--- src/design/rpa_pkg.sv ---
`timescale 1ns / 1ps

package rpa_pkg;

   // field and register widths
   localparam int PixW    = 8;
   localparam int ModeW   = 3;
   localparam int AmountW = 6;
   localparam int CsrIdxW = 1;
   localparam int CsrDatW = 6;

   // mode register codes
   localparam logic [ModeW-1:0] ModeAddRed   = 3'd0;
   localparam logic [ModeW-1:0] ModeAddGreen = 3'd1;
   localparam logic [ModeW-1:0] ModeAddBlue  = 3'd2;
   localparam logic [ModeW-1:0] ModeBright   = 3'd3;
   localparam logic [ModeW-1:0] ModeContrast = 3'd4;
   localparam logic [ModeW-1:0] ModeGray     = 3'd5;

   // register indexes on the csr port
   localparam logic [CsrIdxW-1:0] CsrMode   = 1'b0;
   localparam logic [CsrIdxW-1:0] CsrAmount = 1'b1;

   // contrast: offset that keeps the scaled product non-negative before /255
   localparam int          ContrastBiasQ = 144;
   localparam logic [18:0] ContrastBias  = 19'(ContrastBiasQ * 255);

   // clamp a signed value to 0..255
   function automatic logic [PixW-1:0] sat8(logic signed [10:0] v);
      logic [PixW-1:0] r;
      if (v < 11'sd0) begin
         r = 8'd0;
      end else if (v > 11'sd255) begin
         r = 8'd255;
      end else begin
         r = v[PixW-1:0];
      end
      return r;
   endfunction

   // channel plus signed amount, saturated
   function automatic logic [PixW-1:0] add_sat(logic [PixW-1:0] c,
                                              logic signed [AmountW-1:0] amt);
      logic signed [10:0] v;
      v = $signed({3'b000, c}) + 11'(amt);
      return sat8(v);
   endfunction

   // 128 + floor((amt+255)*(c-128)/255), saturated
   // the division uses x*257>>16 as an estimate, then one correction step
   function automatic logic [PixW-1:0] contrast_ch(logic [PixW-1:0] c,
                                                  logic signed [AmountW-1:0] amt);
      logic signed [9:0]  fac;
      logic signed [8:0]  dif;
      logic signed [18:0] num;
      logic [17:0]        pos;
      logic [25:0]        est;
      logic [9:0]         q0;
      logic [17:0]        rem;
      logic [9:0]         q;
      logic signed [10:0] v;
      fac = 10'sd255 + 10'(amt);
      dif = $signed({1'b0, c}) - 9'sd128;
      num = 19'(fac) * 19'(dif);
      pos = 18'(num + $signed(ContrastBias));
      est = {8'b0, pos} + {pos, 8'b0};
      q0  = est[25:16];
      rem = pos - ({q0, 8'b0} - 18'(q0));
      q   = (rem >= 18'd255) ? q0 + 10'd1 : q0;
      v   = 11'sd128 + $signed({1'b0, q}) - 11'(ContrastBiasQ);
      return sat8(v);
   endfunction

   // floor((r+g+b)/3) by reciprocal 683/2048, exact for sums up to 765
   function automatic logic [PixW-1:0] gray3(logic [PixW-1:0] r, logic [PixW-1:0] g,
                                            logic [PixW-1:0] b);
      logic [9:0]  sum;
      logic [19:0] prod;
      sum  = {2'b00, r} + {2'b00, g} + {2'b00, b};
      prod = 20'(sum) * 20'd683;
      return prod[18:11];
   endfunction

endpackage

--- src/design/rgb_pixel_adjust.sv ---
`timescale 1ns / 1ps

// rgb_pixel_adjust: per-pixel brightness, contrast and grayscale adjust.
// req channel: one pixel per beat (req_in_red/green/blue), valid/ready.
// rsp channel: one adjusted pixel per beat (rsp_out_red/green/blue).
// csr channel: register writes, csr_index 0 = mode, 1 = amount; always ready.
//   write registers only while no pixel is in flight.
// path: an accepted pixel goes to the input register, then to the result
//   register, which drives rsp; it moves on when rsp is empty or ready.
// throughput: one pixel per clock while rsp_ready is high; the input and the
//   result register form a two-stage pipeline, all math sits between them.
// stall: when rsp_ready is low the result holds; one more pixel can sit in
//   the input register, after that req_ready drops.
// reset (synchronous, active high): both stages empty, mode = 0, amount = 0.
module rgb_pixel_adjust (
   input  logic                          clock,
   input  logic                          reset,
   input  logic                          req_valid,
   output logic                          req_ready,
   input  logic [rpa_pkg::PixW-1:0]      req_in_red,
   input  logic [rpa_pkg::PixW-1:0]      req_in_green,
   input  logic [rpa_pkg::PixW-1:0]      req_in_blue,
   output logic                          rsp_valid,
   input  logic                          rsp_ready,
   output logic [rpa_pkg::PixW-1:0]      rsp_out_red,
   output logic [rpa_pkg::PixW-1:0]      rsp_out_green,
   output logic [rpa_pkg::PixW-1:0]      rsp_out_blue,
   input  logic                          csr_valid,
   output logic                          csr_ready,
   input  logic [rpa_pkg::CsrIdxW-1:0]   csr_index,
   input  logic [rpa_pkg::CsrDatW-1:0]   csr_data
);
   import rpa_pkg::*;

   logic [ModeW-1:0]          mode_ff;
   logic signed [AmountW-1:0] amount_ff;

   logic            s1_valid_ff, s1_valid_in;
   logic [PixW-1:0] s1_red_ff, s1_green_ff, s1_blue_ff;
   logic            s2_valid_ff, s2_valid_in;
   logic [PixW-1:0] s2_red_ff, s2_green_ff, s2_blue_ff;
   logic [PixW-1:0] s2_red_in, s2_green_in, s2_blue_in;

   logic req_beat, s1_move;

   // config registers
   assign csr_ready = 1'b1;

   always_ff @(posedge clock) begin
      if (reset) begin
         mode_ff   <= ModeAddRed;
         amount_ff <= '0;
      end else if (csr_valid && csr_ready) begin
         unique case (csr_index)
            CsrMode:   mode_ff   <= csr_data[ModeW-1:0];
            CsrAmount: amount_ff <= $signed(csr_data[AmountW-1:0]);
            default:   ;
         endcase
      end
   end

   // pipeline flow control
   assign s1_move     = s1_valid_ff && (!s2_valid_ff || rsp_ready);
   assign req_ready   = !s1_valid_ff || s1_move;
   assign req_beat    = req_valid && req_ready;
   assign s1_valid_in = req_beat || (s1_valid_ff && !s1_move);
   assign s2_valid_in = s1_move || (s2_valid_ff && !rsp_ready);

   always_ff @(posedge clock) begin
      if (reset) begin
         s1_valid_ff <= 1'b0;
         s2_valid_ff <= 1'b0;
      end else begin
         s1_valid_ff <= s1_valid_in;
         s2_valid_ff <= s2_valid_in;
      end
   end

   // input register
   always_ff @(posedge clock) begin
      if (req_beat) begin
         s1_red_ff   <= req_in_red;
         s1_green_ff <= req_in_green;
         s1_blue_ff  <= req_in_blue;
      end
   end

   // point operation on the registered pixel
   always_comb begin
      s2_red_in   = s1_red_ff;
      s2_green_in = s1_green_ff;
      s2_blue_in  = s1_blue_ff;
      unique case (mode_ff)
         ModeAddRed:   s2_red_in   = add_sat(s1_red_ff, amount_ff);
         ModeAddGreen: s2_green_in = add_sat(s1_green_ff, amount_ff);
         ModeAddBlue:  s2_blue_in  = add_sat(s1_blue_ff, amount_ff);
         ModeBright: begin
            s2_red_in   = add_sat(s1_red_ff, amount_ff);
            s2_green_in = add_sat(s1_green_ff, amount_ff);
            s2_blue_in  = add_sat(s1_blue_ff, amount_ff);
         end
         ModeContrast: begin
            s2_red_in   = contrast_ch(s1_red_ff, amount_ff);
            s2_green_in = contrast_ch(s1_green_ff, amount_ff);
            s2_blue_in  = contrast_ch(s1_blue_ff, amount_ff);
         end
         ModeGray: begin
            s2_red_in   = gray3(s1_red_ff, s1_green_ff, s1_blue_ff);
            s2_green_in = s2_red_in;
            s2_blue_in  = s2_red_in;
         end
         // unused modes pass the pixel through
         default: ;
      endcase
   end

   // result register
   always_ff @(posedge clock) begin
      if (s1_move) begin
         s2_red_ff   <= s2_red_in;
         s2_green_ff <= s2_green_in;
         s2_blue_ff  <= s2_blue_in;
      end
   end

   assign rsp_valid     = s2_valid_ff;
   assign rsp_out_red   = s2_red_ff;
   assign rsp_out_green = s2_green_ff;
   assign rsp_out_blue  = s2_blue_ff;

endmodule

--- config.mk ---
export PLATFORM = sky130hd
export DESIGN_NAME = rgb_pixel_adjust
export DESIGN_NICKNAME = d
export VERILOG_FILES = /design/src/design/rpa_pkg.sv /design/src/design/rgb_pixel_adjust.sv
export SDC_FILE = /design/constraint.sdc
export NUM_CORES = 1
export LEC_CHECK = 0
export BUFFER_PORTS_ARGS = -buffer_cell sky130_fd_sc_hd__clkbuf_2
export CORE_MARGIN = 5
export CORE_UTILIZATION = 45
export DETAILED_ROUTE_END_ITERATION = 8
export PLACE_DENSITY = 0.7
export SYNTH_ARGS = -nofsm -noshare
export SYNTH_HDL_FRONTEND = slang
export SYNTH_SLANG_ARGS = --single-unit
--- constraint.sdc ---
create_clock -name clock -period 16 [get_ports clock]
set_input_delay 3.2 -clock clock [delete_from_list [all_inputs] [get_ports clock]]
set_output_delay 3.2 -clock clock [all_outputs]
set_load 0.05 [all_outputs]
==> summary.md <==
| Metric | Value |
|---|---|
| Final setup violation count | 0 |
| Hold_buf cts | 0 |
| 1st-iter DRT viols | 1321 |
| Final setup skew | 9.04 ps |
| Number of synthesized flops with an enable pin | 48 |
| XOR/XNOR share of the synthesized area | 6.94% |
| Fin crit period | 14780 ps |
| Critical Path AT | 14990 ps |
| PnR worst setup slack | 1220 ps |
| Die Footprint | 50100 µm² |
| Fmax achieved | 0.0676 GHz |
| Rel. slew slack | 23.1% |
| Routability cong. | 0.930 |
| Worst EP required | 16210 ps |
| Max-cap viol count | 0 |
| RSZ-0062 raised after global routing | false |
| Status | finished clean |
| Main combinational cell family by area after synthesis | adder cells |
| Hold WS | 532 ps |
| Mapped Area | 20600 µm² |
| DRC Markers | 0 |
| Initial antenna violation count | 0 |
| Synth area leaders | ha_1 (23%), fa_1 (19%), inv_1 (7.1%), edfxtp_1 (7.0%), xnor2_1 (5.2%) |
| Clock slew at reported path FFs | 60 ps |
| Synth Area in Adders | 42.1% |
| Share of cells above drive strength 1 | 5.54% |
| Area share of the largest cell type after synthesis | 22.9% |
| Num CTS Buffers | 9 |
| CP max stage delay | 800 ps |
| Vias post-DR | 17.6k |
| Placed Area | 21500 µm² |
| R2R Setup Slk | 1220 ps |
| Dominant cell type by area after synthesis | ha_1 |
| Fill cells | 4400 |
| Drt total wl | 55900 µm |
| Gates resized, CTS repair | 0 |
| Post-synthesis sequential area ratio | 8.07% |
| Synth Area in Compound Gates | 15.6% |
| Worst slew pin tran | 1150 ps |
| H-tree Lvls | 3 |
| Pin count of the biggest net entering global routing | 27 |
| Synthesized Nets | 3044 |
| CP endpoint kind | flip-flop |
| Root Driver | clkbuf_16 |
| Final hold vios | 0 |
| Die W | 224 µm |
| Global-route wire length before repair | 90000 µm |
| Die Ht | 224 µm |
| Post-synth top flop | edfxtp_1 |
| DP Wirelength | 46800 µm |
| Pre-CTS setup slack | 1460 ps |
| CTS tree | done |
| Cells after Synth | 2434 |
| Final ANT Viol Nets | 0 |
| # rows | 78 |
| Post-CTS Setup Inserts | 0 |
| Via density | 5.77 |
| Post-Layout Inst Area | 21800 µm² |
| CP Class | flip-flop to flip-flop |
| Core area | 45300 µm² |
| Total Nets Final | 3060 |
| Routed WL per cell | 18.3 µm |
| Drt pass-1 iters | 5 |
| Cell variety after synth | 101 |
| CTS Buffer Depth | 2 |
| Ports | 63 |
| Starting Density | 45.5% |
| Mux contribution to synthesized area | 0.954% |
| Crit share post-route | 92.4% |
| Slowest stage cell, crit path | dfxtp_1 |
| Worst Path Max Fanout | 19 |
| PortBufs | 61 |
| Setup_tns | 0 ps |
| Clk sinks | 59 |
| Yosys reg bits | 59 |
| Worst setup SP type | flip-flop |
| Vias in the first global route | 17.5k |
| Post-synthesis simple-gate area fraction | 17.8% |
| Hold WC Path Type | flip-flop to flip-flop |
| Total GRT Usage | 21.9% |
| Post-synthesis average cell area | 8.46 µm² |
| Antenna diodes | 0 |
| Clk_lat worst skew | 350 ps |
| Global route overflow | 0 |
| P&R area growth vs syn | 5.74% |
| Fin. max-slew vios | 0 |
| Async SR Flop Fraction | 0% |
| Yosys warns | 0 |
## per-layer routing
metal / track usage (%) / share of wire [%] / vias up / wire length, µm
li1: - / - / 8356 / -
met1: 30.0 / 44 / 8521 / 24600
met2: 36.8 / 47 / 639 / 26200
met3: 3.01 / 6.6 / 105 / 3710
met4: 5.12 / 2.5 / 0 / 1390
met5: 0 / 0 / - / 0
## stage by stage
step / util (%) / cells
2_1_floorplan: - / 2434
3_3_place_gp: 47.4 / 3039
3_5_place_dp: 47.4 / 3039
4_1_cts: 48.1 / 3055
5_1_grt: 48.1 / 3055
6_report: 48.1 / 3055
## placed cells by master, fill, tap and decap left out, types with 7 or more instances in the layout
master	synthesis	routed
dfxtp_1	11	11
a21o_1	37	37
or3_1	9	9
a211oi_1	16	16
and3_1	29	29
o211ai_1	14	14
nor2_1	112	112
inv_1	388	388
xnor2_1	122	120
o2111ai_1	16	16
buf_4	1	13
clkbuf_2	1	61
o31ai_1	8	8
xor2_1	41	41
nor2b_1	52	51
fa_1	198	198
a31oi_1	11	11
o22ai_1	8	8
nor3b_1	11	11
nor4_1	10	10
nand3_1	58	58
clkbuf_16	0	9
a311oi_1	7	7
nand2_1	202	202
o21a_1	25	25
mux2i_1	14	14
a21oi_1	109	108
o21ai_0	62	62
ha_1	376	376
nand4_1	22	22
and2_1	98	98
nand2b_1	32	32
a211o_1	11	11
o21bai_1	19	19
nor3_1	28	28
edfxtp_1	48	48
## worst max-delay path, delay by kind of cell, from the launching register on
family,cells,cell delay [ps]
adders and majority gates,12,5130
DFF,1,800
xor gates and xnor gates,3,1280
and+or+nand+nor,11,2020
AOI/OAI and AO/OA,17,4270
buffers and inverters,7,1130
## registers in the layout (all words and copies together) (netlist names)
name and count:
rsp_out_green 8, rsp_out_red 8, s1_red_ff 8, mode_ff 3, s1_green_ff 8, s1_valid_ff 1
s1_blue_ff 8, amount_ff 6, rsp_valid 1, rsp_out_blue 8
## final cells by class
| cell class | instances | area, µm² | area share [%] |
|---|---|---|---|
| clock buffer | 11 | 233 | 1.07 |
| clock inverter | 5 | 62.6 | 0.287 |
| inverter | 389 | 1460 | 6.71 |
| multi-input combinational | 1917 | 17200 | 79.0 |
| sequential | 59 | 1660 | 7.63 |
| tap | 600 | 751 | 3.45 |
| timing repair buffer | 74 | 403 | 1.85 |
## worst paths after layout
check / startpoint / to / cells after the start
worst max-delay path: amount_ff[0] / rsp_out_red[3] / 50
worst min-delay path: s1_valid_ff / rsp_valid / 2
worst max register to register: amount_ff[0] / rsp_out_red[3] / 50
worst min register to register: s1_valid_ff / rsp_valid / 2
## kinds of logic after synthesis
group / after synthesis
adders and majority gates: 574
AOI/OAI and AO/OA: 449
muxes: 19
DFF: 59
buffers and inverters: 458
other: 1
xor gates and xnor gates: 163
and+or+nand+nor: 711
## cell usage after synthesis (all sizes together) (10+ instances only)
master and count:
and3 29, nand2b 32, fa 198, dfxtp 11, inv 389, o2111ai 17, nor4 11, and2 99
a31oi 11, o31ai 10, a21o 37, o211ai 16, buf 12, nor2b 52, nand4 23, ha 376
nand3 59, nand2 202, o21bai 19, a21oi 111, nor2 112, a211o 12, o21ai 68, edfxtp 48
o21a 25, xnor2 122, clkbuf 57, nor3b 11, a211oi 17, mux2i 14, xor2 41, nor3 28
Power is not shown: default switching activity piles up to over one toggle a cycle in this logic, so the estimate is an artifact.
